==> config.mk <==
export PLATFORM = sky130hd
export DESIGN_NAME = qrs_sqrt_cell
export DESIGN_NICKNAME = d
export VERILOG_FILES = /design/src/sv/qrs_sqrt_cell.sv
export SDC_FILE = /design/constraint.sdc
export NUM_CORES = 1
export LEC_CHECK = 0
export ABC_AREA = 1
export BUFFER_PORTS_ARGS = -buffer_cell sky130_fd_sc_hd__buf_2
export CORE_ASPECT_RATIO = 0.6
export CORE_MARGIN = 3
export CORE_UTILIZATION = 38
export DETAILED_ROUTE_END_ITERATION = 10
export GPL_TIMING_DRIVEN = 0
export PLACE_DENSITY = 0.73
export SYNTH_ARGS = -nofsm -noshare
export SYNTH_HDL_FRONTEND = slang
export SYNTH_SLANG_ARGS = --single-unit
==> constraint.sdc <==
create_clock -name clk_i -period 4.1 [get_ports clk_i]
set_input_delay 0.82 -clock clk_i [delete_from_list [all_inputs] [get_ports clk_i]]
set_output_delay 0.82 -clock clk_i [all_outputs]
set_load 0.005 [all_outputs]
==> src/sv/qrs_sqrt_cell.sv <==
// One digit-by-digit square root step: two operand bits in, one root bit out, registered.
`timescale 1ns / 1ps
module qrs_sqrt_cell #(
  parameter int RW = 8,
  parameter int SW = 1
) (
  input  logic              clk_i,
  input  logic              en_i,
  input  logic [2*RW-1:0]   op_i,
  input  logic [RW+1:0]     rem_i,
  input  logic [RW-1:0]     res_i,
  input  logic [SW-1:0]     side_i,
  output logic [2*RW-1:0]   op_o,
  output logic [RW+1:0]     rem_o,
  output logic [RW-1:0]     res_o,
  output logic [SW-1:0]     side_o
);

  logic [RW+3:0]   rn;
  logic [RW+3:0]   trial;
  logic [RW+3:0]   diff;
  logic            ge;
  logic [2*RW-1:0] op_q;
  logic [RW+1:0]   rem_d, rem_q;
  logic [RW-1:0]   res_d, res_q;
  logic [SW-1:0]   side_q;

  assign rn    = {rem_i, op_i[2*RW-1 -: 2]};
  assign trial = (RW+4)'({res_i, 2'b01});
  assign ge    = rn >= trial;
  assign diff  = rn - trial;
  assign rem_d = ge ? diff[RW+1:0] : rn[RW+1:0];
  assign res_d = {res_i[RW-2:0], ge};

  always_ff @(posedge clk_i) begin
    if (en_i) begin
      op_q   <= {op_i[2*RW-3:0], 2'b00};
      rem_q  <= rem_d;
      res_q  <= res_d;
      side_q <= side_i;
    end
  end

  assign op_o   = op_q;
  assign rem_o  = rem_q;
  assign res_o  = res_q;
  assign side_o = side_q;

endmodule
== Yosys cells after proc, flatten, opt, wreduce, memory -nomap -nowiden ==
Index checks and enable logic that the tools add are counted.
Widths: inputs -> output; s select.

* Bits in registers: 33
* Input port bits: 37
* Output and inout port bits: 35
* Logic and storage cells: 7

* $add $sub $neg: 1
* Order comparisons: 1
* Muxes and demuxes: 1

{| class="wikitable"
|+ Operators by type and width
! operator !! count
|-
| $ge 12x10->1 || 1
|-
| $mux 10 || 1
|-
| $sub 10x10->10 || 1
|}

== Longest topological paths before layout ==
* Depth in word-level cells: 2
* Mapped depth: 11
* Gate-level depth less buffers: 11

== Worst setup path before layout ==
No wires, ideal clock.

* Path kind: input -> register
* From: in res_i[1]
* To: reg rem_q[9] (netlist: rem_o[9]) (data pin)
* Library setup time: 253 ps
* Arrival time: 1926 ps
* Data required time: 3847 ps
* Slack: 1921 ps
* Cell stages on the path: 9
* Path buffers: 1
* Cell sequence: inv_1 -> ha_1 -> a21oi_2 -> o21ai_4 -> nand2_4 -> nand4_4 -> buf_12 -> nand3_2 -> nand2_1

* Word-level cells in the longest chain between the ends: 2
* Elaborated cells between the ends (all ways): 3

{| class="wikitable"
|+ Ends and longest elaborated chain
! what !! line !! text
|-
| start: declaration || 11 || <nowiki>input logic [RW-1:0] res_i,</nowiki>
|-
| $ge 12x10->1 || 30 || <nowiki>assign ge = rn >= trial;</nowiki>
|-
| named net ge || 22 || <nowiki>logic ge;</nowiki>
|-
| $mux 10 || 32 || <nowiki>assign rem_d = ge ? diff[RW+1:0] : rn[RW+1:0];</nowiki>
|-
| named net rem_d[9] || 24 || <nowiki>logic [RW+1:0] rem_d, rem_q;</nowiki>
|-
| end signal: assignment || 38 || <nowiki>rem_q <= rem_d;</nowiki>
|-
| end: declaration || 24 ||
|}

The timed path passes the listed nets, and every way through them passes these cells.
A chain may end at the register's enable or synchronous reset.

== Worst setup path in the final report ==
* From: in rem_i[1]
* To: reg rem_q[5] (netlist: rem_o[5]) (data pin)

* Word-level cells in the longest chain between the ends: 2
* Elaborated cells between the ends (all ways): 3

{| class="wikitable"
|+ Ends and longest elaborated chain
! what !! line !! text
|-
| start: declaration || 10 || <nowiki>input logic [RW+1:0] rem_i,</nowiki>
|-
| $ge 12x10->1 || 30 ||
|-
| named net ge || 22 ||
|-
| $mux 10 || 32 ||
|-
| named net rem_d[5] || 24 ||
|}

The timed path passes the listed nets, and every way through them passes these cells.

==> results.md <==
* Outcome: finished clean
* WHS Path Cells at 1
* Global routing met1 resource utilization at 0.1828
* Hold Fails Final Rpt at 0
* Number of CTS-inserted buffers at 5
* Post-Syn Area at 0.001836 mm^2
* Post-DR wirelength/cell at 12.70 um
* Post-Synth XOR/XNOR Area at 0.01431
* Postcts setup bufs at 0
* Clk slew on worst S/H paths at 0.07 ns
* CP max FO at 10
* Design area at 0.002366 mm^2
* Max VDD drop at 146.4 uV
* Setup tns final at 0 ns
* Clock Sink Count at 33
* CTS resizes at 0
* Critical path startpoint category: input port
* Area growth syn-to-layout at 28.90%
* Met3 Use GR at 0.05157
* # IOs at 72
* # fillers at 400
* Nets at 299
* Residual DRC count at 0
* Total global-route track usage at 0.1489
* Initial antenna violation count at 0
* Final Power at 884.8 uW
* Max_slew headroom at 0.5139
* Power Dens Cells at 373.9 mW/mm^2
* Via/cell ratio at 4.540
* # H-tree levels at 2
* Critical Path Sink Type: flip-flop
* Die width at 95.73 um
* Min Tclk post-route at 2.193 ns
* Global-route wire length before repair at 6203 um
* Max Slew Vio Count at 0
* Dpl ws at 1.611 ns
* Worst Max-Slew Pin Slew at 0.7291 ns
* Tcrit/Tclk final at 0.5349
* Leak at 1.168 nW
* DR iter-0 viols at 71
* Number of max-cap violations at 0
* Synth cell types at 26
* Layout Utilization at 0.5415
* CTS Hold Buffers Added at 0
* Share of layout cells above drive strength 1 at 0.3953
* YS warnings at 0
* Placed cell count at 305
* Final setup viols at 0
* Hold Path End: op_o[5]
* Detailed Place HPWL at 3180 um
* Main combinational cell family by area after synthesis: simple AND/OR/NAND/NOR gates
* Post-route ant nets at 0
* Port bufs at 69
* GRT met2 Usage at 0.2391
* Largest net degree at the start of global routing at 34
* WP data arrival at 2.23 ns
* RePlAce Congestion at 0.8477
* Final WL at 3975 um
* Gr busiest metal: met2
* Total number of vias at 1421
* Max Fclk at 456.0 MHz
* Synthesized area per cell at 10.49 um^2
* Hold crit path type: input port to flip-flop
* Layout Cells excl Fill at 313
* Synthesized flop and latch total at 33
* GRT Residual Overflow at 0
* Vias in the first global route at 1360
* Hold_ws at 0.7072 ns
* Clock Tree Root: clkbuf_8
* Final WS setup at 1.907 ns
* Initial DRT Pass Iterations at 4
* Hold_sp: op_i[3]
* DP Area at 0.002260 mm^2
* Mux cell area share after synthesis at 0
* ANT cells at 0
* WS Path Type: input port to flip-flop
* Post-synthesis adder-cell area fraction at 0.06817
* Initial Util at 0.4201
* Die Y at 59.84 um
* Simple-gate portion of the synthesized area at 0.2495
* Die area at 0.005728 mm^2
* RSZ-0062 raised after global routing: false
* Compound-gate portion of the synthesized area at 0.04567
* CTS tree: done
* Syn Inst Count at 175
* CP required at 4.14 ns
* Max clock buf depth at 2
* Row count at 18
* Seq/Total Area, Yosys at 0.5399
* Core Box Area at 0.004369 mm^2
[routing by layer]
metal	share of wire	wire, um
met5	0	0
met4	0.015	59
met3	0.11	423
met2	0.44	1743
met1	0.44	1749
[report_power, final]
part,switching [mW],internal [mW]
combinational,0.0986,0.0765
clock,0.112,0.179
sequential,0.00697,0.411
[flip-flops by register name, summed over array words and instances, names as in the netlist]
name,count
side_o,1
res_o,8
rem_o,10
op_o,14
[worst max-delay path by stage]
stage | startpoint | endpoint | slack [ns] | cells after the start
after floorplan | res_i[1] | rem_o[9] | 1.92 | 9
after global placement | rem_i[1] | rem_o[8] | 1.66 | 9
after detailed placement | rem_i[1] | rem_o[5] | 1.61 | 9
after CTS | rem_i[1] | rem_o[5] | 1.91 | 9
after global routing | res_i[5] | rem_o[6] | 1.77 | 10
final | rem_i[1] | rem_o[5] | 1.91 | 9
[final cells by class]
| type | count | area [um^2] | share of cell area |
|---|---|---|---|
| Multi-Input combinational cell | 110 | 700.7 | 0.2961 |
| Clock buffer | 6 | 72.57 | 0.03067 |
| Buffer | 3 | 35.03 | 0.01481 |
| Timing Repair Buffer | 69 | 345.3 | 0.1460 |
| Clock inverter | 2 | 33.78 | 0.01428 |
| Sequential cell | 33 | 991.0 | 0.4188 |
| Inverter | 30 | 112.6 | 0.04759 |
| Tap cell | 60 | 75.07 | 0.03173 |
[cells by family (layout without fill, tap and decap cells)]
family | count (synthesis) | count (layout)
simple gates | 84 | 84
flops | 33 | 33
buf+inv | 33 | 110
compound gates | 11 | 11
fa+ha+maj | 10 | 10
xor+xnor | 3 | 3
other cells | 1 | 2
[synthesized netlist by cell type]
cell type   n  area [um^2]
nand2_1    48        180.2
nand3_2     5        50.05
xnor2_1     1        8.760
o21ai_2     3        26.28
nand3b_1    4        30.03
nand4_4     1        21.27
a21oi_2     1        8.760
buf_4       2        15.01
nand2_4     1        11.26
nand2_2     4        25.02
o21ai_0     2        10.01
nand3_1     2        10.01
ha_1       10        125.1
nand3_4     1        17.52
nand4_1     7        43.79
a21oi_1     3        15.01
edfxtp_1   33        991.0
a21boi_1    1        7.510
conb_1      1        3.750
inv_1      30        112.6
o21ai_4     1        16.27
nor2_2      2        12.51
nor2_1      6        22.52
buf_12      1        20.02
xor2_1      2        17.52
nor2_4      3        33.78
[worst max-delay path, cell delays in order]
cell and delay [ns]:
buf_2 0.11, ha_1 0.37, a21oi_2 0.22, o21ai_4 0.12, nand2_4 0.13, nand4_4 0.15
buf_12 0.20, nand3_2 0.06, nand2_1 0.05
[cells in the final DEF, fill, tap and decap left out]
cell        n
nor2_1      6
conb_1      2
ha_1       10
o21ai_2     3
nand4_4     1
nand3_1     2
nand2_1    48
a21oi_1     3
nor2_4      3
edfxtp_1   33
nand3b_1    4
clkbuf_8    5
o21ai_4     1
a21boi_1    1
buf_4       2
nand3_4     1
o21ai_0     2
xnor2_1     1
inv_1      30
nand3_2     5
nand2_4     1
nand4_1     7
xor2_1      2
bufinv_16   1
a21oi_2     1
clkinv_1    1
buf_2      69
nand2_2     4
nor2_2      2
clkbuf_1    1
buf_12      1
No activity file was read; power rests on OpenSTA's default activity.
