### src/sv/qrs_div_cell.sv
// One restoring division step per lane: one quotient bit, registered toward the next cell.
`timescale 1ns / 1ps
module qrs_div_cell #(
  parameter int NW    = 8,
  parameter int DW    = 8,
  parameter int LANES = 1,
  parameter int SW    = 1
) (
  input  logic                        clk_i,
  input  logic                        en_i,
  input  logic [LANES-1:0][NW-1:0]    nq_i,
  input  logic [LANES-1:0][DW-1:0]    rem_i,
  input  logic [LANES-1:0][DW-1:0]    d_i,
  input  logic [SW-1:0]               side_i,
  output logic [LANES-1:0][NW-1:0]    nq_o,
  output logic [LANES-1:0][DW-1:0]    rem_o,
  output logic [LANES-1:0][DW-1:0]    d_o,
  output logic [SW-1:0]               side_o
);

  logic [LANES-1:0][NW-1:0] nq_d, nq_q;
  logic [LANES-1:0][DW-1:0] rem_d, rem_q, d_q;
  logic [SW-1:0]            side_q;

  for (genvar l = 0; l < LANES; l++) begin : g_lane
    logic [DW:0] t;
    logic [DW:0] diff;
    logic        ge;
    assign t         = {rem_i[l], nq_i[l][NW-1]};
    assign ge        = t >= {1'b0, d_i[l]};
    assign diff      = t - {1'b0, d_i[l]};
    assign rem_d[l]  = ge ? diff[DW-1:0] : t[DW-1:0];
    assign nq_d[l]   = {nq_i[l][NW-2:0], ge};
  end

  always_ff @(posedge clk_i) begin
    if (en_i) begin
      nq_q   <= nq_d;
      rem_q  <= rem_d;
      d_q    <= d_i;
      side_q <= side_i;
    end
  end

  assign nq_o   = nq_q;
  assign rem_o  = rem_q;
  assign d_o    = d_q;
  assign side_o = side_q;

endmodule

### config.mk
export PLATFORM = sky130hd
export DESIGN_NAME = qrs_div_cell
export DESIGN_NICKNAME = d
export VERILOG_FILES = /design/src/sv/qrs_div_cell.sv
export SDC_FILE = /design/constraint.sdc
export NUM_CORES = 1
export LEC_CHECK = 0
export ABC_AREA = 1
export BUFFER_PORTS_ARGS = -buffer_cell sky130_fd_sc_hd__buf_2
export CORE_ASPECT_RATIO = 0.9
export CORE_MARGIN = 1
export CORE_UTILIZATION = 45
export CTS_BUF_LIST = sky130_fd_sc_hd__clkbuf_8
export DETAILED_ROUTE_END_ITERATION = 8
export PLACE_DENSITY = 0.74
export SLEW_MARGIN = 5
export SYNTH_ARGS = -nofsm -noshare
export SYNTH_HDL_FRONTEND = slang
export SYNTH_SLANG_ARGS = --single-unit
### constraint.sdc
create_clock -name clk_i -period 3 [get_ports clk_i]
set_input_delay 0.45 -clock clk_i [delete_from_list [all_inputs] [get_ports clk_i]]
set_output_delay 0.45 -clock clk_i [all_outputs]
set_load 0.01 [all_outputs]
# ---- After elaboration in Yosys (flattened, before gate mapping)
# Cells that the tools add are included.
dict set report totals {
  reg_bits 25
  latchBits 0
  mem_bits_rw 0
  mem_bits_ro 0
  out_inout_bits 25
  wordCells 7
  memories 0
}
dict set report classes {
  add_sub_neg 1
  mul 0
  div_mod_pow 0
  order_cmp 1
  n_eq_ne 0
  shift 0
  n_mux 1
  n_bitwise 0
  n_reduce_logical 0
}
# operator n
set ops {}
lappend ops {{9-bit by 8-bit greater-or-equal comparator with 1-bit output} 1}
lappend ops {{8-bit 2-to-1 mux} 1}
lappend ops {{8-bit subtractor} 1}

# ---- Depth between registers and ports, before layout
# Gate-level depths: netlist of run 1.
dict set report logic_depth {
  ltp_word 2
  ltp_mapped 11
  depth_no_buf 11
}

# ---- Worst setup path after synthesis of run 1
# Ideal clock, no wire load.
dict set report synth_timing {
  path_type {in2reg}
  startpoint {in d_i[2] (netlist name)}
  endpoint {reg rem_q, in the netlist rem_o[7] (data pin)}
  setup_time_ns 0.252
  arrival_ns 1.489
  t_required_ns 2.748
  setup_slack_ns 1.259
  stages 9
  path_buffers 0
  cell_sequence {inv_1 ha_1 or2_4 nand3_4 nand2_4 nand2_8 nand2_8 nand2_4 nand2_2}
}
# item line_no
set synth_lines {}
lappend synth_lines {{start, declared} 13} ;# input logic [LANES-1:0][DW-1:0] d_i,
lappend synth_lines {{end signal, assigned} 39} ;# rem_q <= rem_d;
lappend synth_lines {{end, declared} 22} ;# logic [LANES-1:0][DW-1:0] rem_d, rem_q, d_q;

==> impl_metrics.ini, run 1 <==
[run_status]
status = complete, no violations

[critical_path]
critPathArrivalTime_ns = 1.70
endpoint_kind = flop
worstSetupPathType = input pin to flop
start_kind = input pin
critPathMaxFanout = 9
worstPathRequired_ns = 3.02

[synth]
synth.area.top_cells = edfxtp_1, nand2_1, ha_1
yosysWarningCount = 0
yosysTopAreaCell = edfxtp_1
ys_seq_area_share_pct = 53.4
avgSynthCellArea_um2 = 10.5
synthCells = 134
synth_seq_cells = 25
netlist_area_um2 = 1410
yosysUniqueCellTypes = 20
synth_nets = 170
synth_top_area_share_pct = 53.4

[clocking]
cts_resized = 0
cts_buffers = 3
cts.path.max_buffers = 2
cts_root_buf = clkbuf_8
cts_hold_buf = 0
cts_tree = yes
htree_levels = 1
cts.sinks = 25
post_cts_buffers = 0
clk_pin_slew_ns = 0.08

[timing]
rsz0062_at_grt = no
worstMarginPinSlew_ns = 0.566
drv_slew = 0
setup_tns_ns = 0
relSlewSlack_pct = 62.3
layout_min_cycle_time_ns = 1.68
hold_viol = 0
fmax_mhz = 596
final-setup-viol-count = 0
fin_crit_sh_pct = 55.9

[drt]
routed_wl_um = 2640
vias_per_cell = 4.66
first_pass_iters = 4
drcViolationCount = 0
vias = 1068
drt_iter0_drc = 21
ant_nets = 0
wire_per_inst_um = 11.5

[global_routing]
grt_overflow = 0
grtUsageTotal_pct = 16.9
grt_max_degree = 26
grt_pass1_vias = 953
antenna_found_initial = 0
grt_pass1_wl_um = 4000

[floorplanning]
die_x_um = 60.9
core_area_um2 = 2860
pin_count = 52
die-area_um2 = 3350
die_y_um = 55.0
start_util_pct = 49.1
rows = 18

[power]
p_leak_nw = 0.855
power.density_nw_per_um2 = 480
ir_worst_vdd_uv = 173

[final_layout]
antennaDiodeCount = 0
fillCellCount = 256
finalNetCount = 226
drive_above_1_share_pct = 42.3
seq_area_um2 = 751
syn2layout_area_growth_pct = 25.0
final_cells = 229
multi_input_area_um2 = 568

[placement]
port_buffers = 51
dp.cells = 225
hpwl_um = 2200
place.gp.congestion = 0.820

[hold_path]
hp-class = input pin to flop

[flow_run]
maxCapViolCount = 0
==> cell usage in the layout (no fill, tap or decap) <==
| cell | instances |
|---|---|
| nand2_2 | 11 |
| nor2_2 | 2 |
| nand3_4 | 1 |
| clkinv_2 | 1 |
| ha_1 | 8 |
| nand2_1 | 31 |
| clkbuf_8 | 3 |
| or2_4 | 1 |
| nand2_4 | 2 |
| edfxtp_1 | 25 |
| xor2_1 | 1 |
| nand2_8 | 2 |
| fa_1 | 1 |
| nor2_1 | 4 |
| inv_1 | 18 |
| inv_2 | 3 |
| a21oi_1 | 2 |
| nand4_1 | 1 |
| buf_2 | 51 |
| nand3_1 | 14 |
| clkinv_1 | 2 |
| nor2_4 | 3 |
| xnor2_1 | 2 |
==> kinds of logic after synthesis <==
kind of cell             after synthesis  share of synthesized area [%]
adder cells (fa/ha/maj)                9                           8.55
AND/OR/NAND/NOR                       72                           29.3
XOR/XNOR                               3                           1.87
AO/OA/AOI/OAI                          2                          0.712
flip-flops                            25                           53.4
buffers and inverters                 23                           6.14
==> worst max-delay path: stages <==
cell	delay, ns
buf_2	0.11
ha_1	0.34
nand2_1	0.08
nand2_1	0.06
nand2_1	0.07
nand2_2	0.07
nor2_4	0.26
nand2_8	0.12
nand2_2	0.07
nand2_1	0.06
==> through the flow <==
step           area, µm²  utilization (%)  worst slack [ns]  hold WS, ns  power [W]
3_5_place_dp        1710             59.8              1.03        0.629   0.000662
3_3_place_gp        1710             59.8              1.06        0.627   0.000653
4_1_cts             1760             61.4              1.32        0.355   0.000852
2_1_floorplan       1410                -              1.26        0.549   0.000581
5_1_grt             1760             61.4              1.23        0.349   0.000890
6_report            1760             61.4              1.32        0.360   0.000844
==> path summary, 6_finish.rpt <==
kind	start	end	slack, ns	depth (start not counted)
max	rem_i[5]	rem_o[1]	1.32	10
min	nq_i[3]	nq_o[4]	0.36	1
==> flip-flops by register name, indices dropped and copies added (netlist names) <==
signal	flops
d_o	8
rem_o	8
side_o	1
nq_o	8
==> layer usage <==
layer | wire, µm | share of wire, % | up-vias | global-route usage (%)
met2 | 1330 | 50 | 33 | 31.0
met4 | 44 | 1.7 | 0 | 9.09
met1 | 1130 | 43 | 485 | 18.5
li1 | - | - | 546 | -
met5 | 0 | 0 | - | 0
met3 | 130 | 4.9 | 4 | 3.49
==> area by class of cell <==
type                       count  area share [%]
clock buffer                   3            2.35
sequential                    25            42.7
tap                           40            2.85
inverter                      23            4.91
timing repair buffer          51            14.5
multi-input combinational     86            32.3
clock inverter                 1           0.285
==> cells in the mapped netlist, drive strengths merged <==
master,n
edfxtp,25
or2,1
nor2,9
fa,1
xnor2,2
nand3,15
clkinv,2
nand4,1
nand2,46
inv,21
xor2,1
a21oi,2
ha,8
==> where the power goes <==
| part | leakage, nW | internal [W] | switching, W |
|---|---|---|---|
| logic | 0.585 | 0.0000868 | 0.000131 |
| clock network | 0.0255 | 0.0000926 | 0.0000992 |
| registers | 0.244 | 0.000427 | 0.00000730 |
No activity file was read; power rests on OpenSTA's default activity.
==> inputs of run 2 (changes only) <==
ABC_AREA = 0   (was 1)
PLACE_DENSITY = 0.75   (was 0.74)
clock period = 1.65 ns   (was 3 ns; I/O delays follow)
==> run 2 against run 1 <==
  * The run now ends with DRC, setup timing left
  * Routed wire length increased by 6.9%
  * Combinational power increased by 130%
  * Final area increased by 9.7%
  * Synthesized area decreased by 9.5%
  * Worst hold slack got worse by 0.21 ns
  * Sequential power increased by 82%
  * Via count decreased by 0.75%
  * Cell count decreased by 11%
  * Clock-buffer cell count unchanged
  * Synthesized cell count decreased by 30%
  * Largest power group unchanged
==> impl_metrics.ini, run 2 <==
[timing]
setup_slack_ns = -0.129
holdWs_ns = 0.147
drv_slew = 0
rsz0062_at_grt = yes
fin_crit_sh_pct = 108
fmax_mhz = 562
relSlewSlack_pct = 62.8
worstMarginPinSlew_ns = 0.558
hold_viol = 0
layout_min_cycle_time_ns = 1.78
final-setup-viol-count = 4

[synth]
avgSynthCellArea_um2 = 13.5
yosysMostFrequentCell = edfxtp_1
synth_top_area_share_pct = 59.1
synth_mux_area_share_pct = 6.00
synth-simple-area-share_pct = 6.10
yosysUniqueCellTypes = 30
synth_edf_count = 25
yosysTopAreaCell = edfxtp_1
synthCells = 94
synthArstFlopShare_pct = 0
synth.area.top_cells = edfxtp_1, ha_1, mux2_2
ys.flop_type = edfxtp_1
synth_top_family_by_area = compound AO/OA/AOI/OAI gates
ys_seq_area_share_pct = 59.1
synth_xor_area_share_pct = 2.07
synth_compound_area_share_pct = 12.7
synth_seq_cells = 25
synth_nets = 130
yosysWarningCount = 0
synthTopCellsByCount = edfxtp_1, inv_1, ha_1
synthAdderAreaFrac_pct = 9.45
netlist_area_um2 = 1270

[critical_path]
start_kind = input pin
cp_num_cells = 9
endpoint = rem_o[6]
cp_top_family = adder cells
cp_slowest_cell = fa_2
startpoint = nq_i[7]
slowest_delay_ns = 0.37
critPathArrivalTime_ns = 1.81
worstSetupPathType = input pin to flop
crit_chain = buf_8, inv_12, ha_4, fa_2, nor2b_4, o31a_1, nor4_1, a311o_1, mux2_4
worstPathRequired_ns = 1.68
critPathMaxFanout = 3
endpoint_kind = flop
crit_buf_inv = 2

[global_routing]
grtUsageTotal_pct = 19.6
grt_pass1_wl_um = 4310
grt_overflow = 0
antenna_found_initial = 0
grt_max_degree = 26
grt_pass1_vias = 1029

[drt]
wire_per_inst_um = 13.9
first_pass_iters = 6
drcViolationCount = 7
routed_wl_um = 2820
vias = 1060
ant_nets = 0
vias_per_cell = 5.22
drt_iter0_drc = 33

[clocking]
cts.path.max_buffers = 2
cts_root_buf = clkbuf_8
htree_levels = 1
cts_tree = yes
cts.sinks = 25
cts_buffers = 3
clk_pin_slew_ns = 0.09
cts_hold_buf = 0

[final_layout]
layout_commonest_cell = buf_2
finalNetCount = 212
drive_above_1_share_pct = 58.3
antennaDiodeCount = 0
final_core_util_pct = 75.5
fillCellCount = 160
layout_common_cells = buf_2, buf_4, edfxtp_1, inv_1, mux2_4
syn2layout_area_growth_pct = 51.6

[power]
clock_power_share_pct = 22.0
p_comb_share_pct = 30.0
power.density_nw_per_um2 = 854
p_int_w = 0.00121
ir_worst_vdd_uv = 440
switching_share_pct = 26.4
p_sw_w = 0.000435
p_leak_nw = 0.893
seqPwrFrac_pct = 48.0

[floorplanning]
die_y_um = 52.4
die-area_um2 = 3040
pin_count = 52
die_x_um = 58.0
rows = 17
start_util_pct = 49.8
core_area_um2 = 2550

[flow_run]
maxCapViolCount = 0

[placement]
hpwl_um = 1970
place.gp.congestion = 0.815
dp_slack_ns = -0.544
port_buffers = 51

[run_status]
violations = DRC, setup timing
status = finished with violations

[hold_path]
hp-class = input pin to flop
## run 2: cell type report
cell class,count,area (µm²),share of cell area [%]
timing repair buffer,79,489,25.4
sequential,25,751,39.0
multi-input combinational,54,546,28.3
inverter,13,61.3,3.18
clock inverter,1,3.75,0.195
clock buffer,3,41.3,2.14
tap,28,35.0,1.82
## run 2: kinds of logic after synthesis
family,after synthesis
adder cells (fa/ha/maj),9
AND/OR/NAND/NOR,15
flip-flops,25
buffers and inverters,15
multiplexers,7
XOR/XNOR,3
AO/OA/AOI/OAI,20
## run 2: timing repair
action / in CTS / in global routing
setup endpoints to repair: 6 / 5
hold endpoints to repair: 0 / 0
setup buffers: 3 / 2
pin swaps: 7 / 1
gates resized for setup: 10 / 3
## run 2: power by group through the flow
stage                     Sequential, W  Combinational (W)  Clock [W]
after global placement         0.000804           0.000429          0
after detailed placement       0.000805           0.000443          0
after global routing           0.000797           0.000533   0.000386
after floorplan                0.000845           0.000202          0
after CTS                      0.000791           0.000473   0.000364
final                          0.000790           0.000494   0.000363
## run 2: through the flow
stage	total power [W]	TNS [ns]	std cells	cell area [µm²]
2_1_floorplan	0.00105	-1.22	94	1340
3_3_place_gp	0.00123	-2.54	194	1790
3_5_place_dp	0.00125	-2.88	194	1790
4_1_cts	0.00163	-0.0835	201	1900
5_1_grt	0.00172	-0.371	203	1930
6_report	0.00165	-0.156	203	1930
## run 2: worst min path at each step
stage,startpoint,end,cells past startpoint
after detailed placement,nq_i[2],nq_o[3],1
after floorplan,d_i[0],d_o[0],0
after global routing,nq_i[3],nq_o[4],1
after CTS,nq_i[2],nq_o[3],1
after global placement,nq_i[4],nq_o[5],1
final,nq_i[5],nq_o[6],1
## run 2: routing by layer
| layer | routed length, µm | vias up | part of all wire (%) | GRT usage, % |
|---|---|---|---|---|
| met5 | 0 | - | 0 | 0 |
| met4 | 62 | 0 | 2.2 | 9.52 |
| met3 | 237 | 8 | 8.4 | 4.69 |
| met2 | 1370 | 55 | 48 | 36.0 |
| met1 | 1150 | 485 | 41 | 21.2 |
| li1 | - | 512 | - | - |
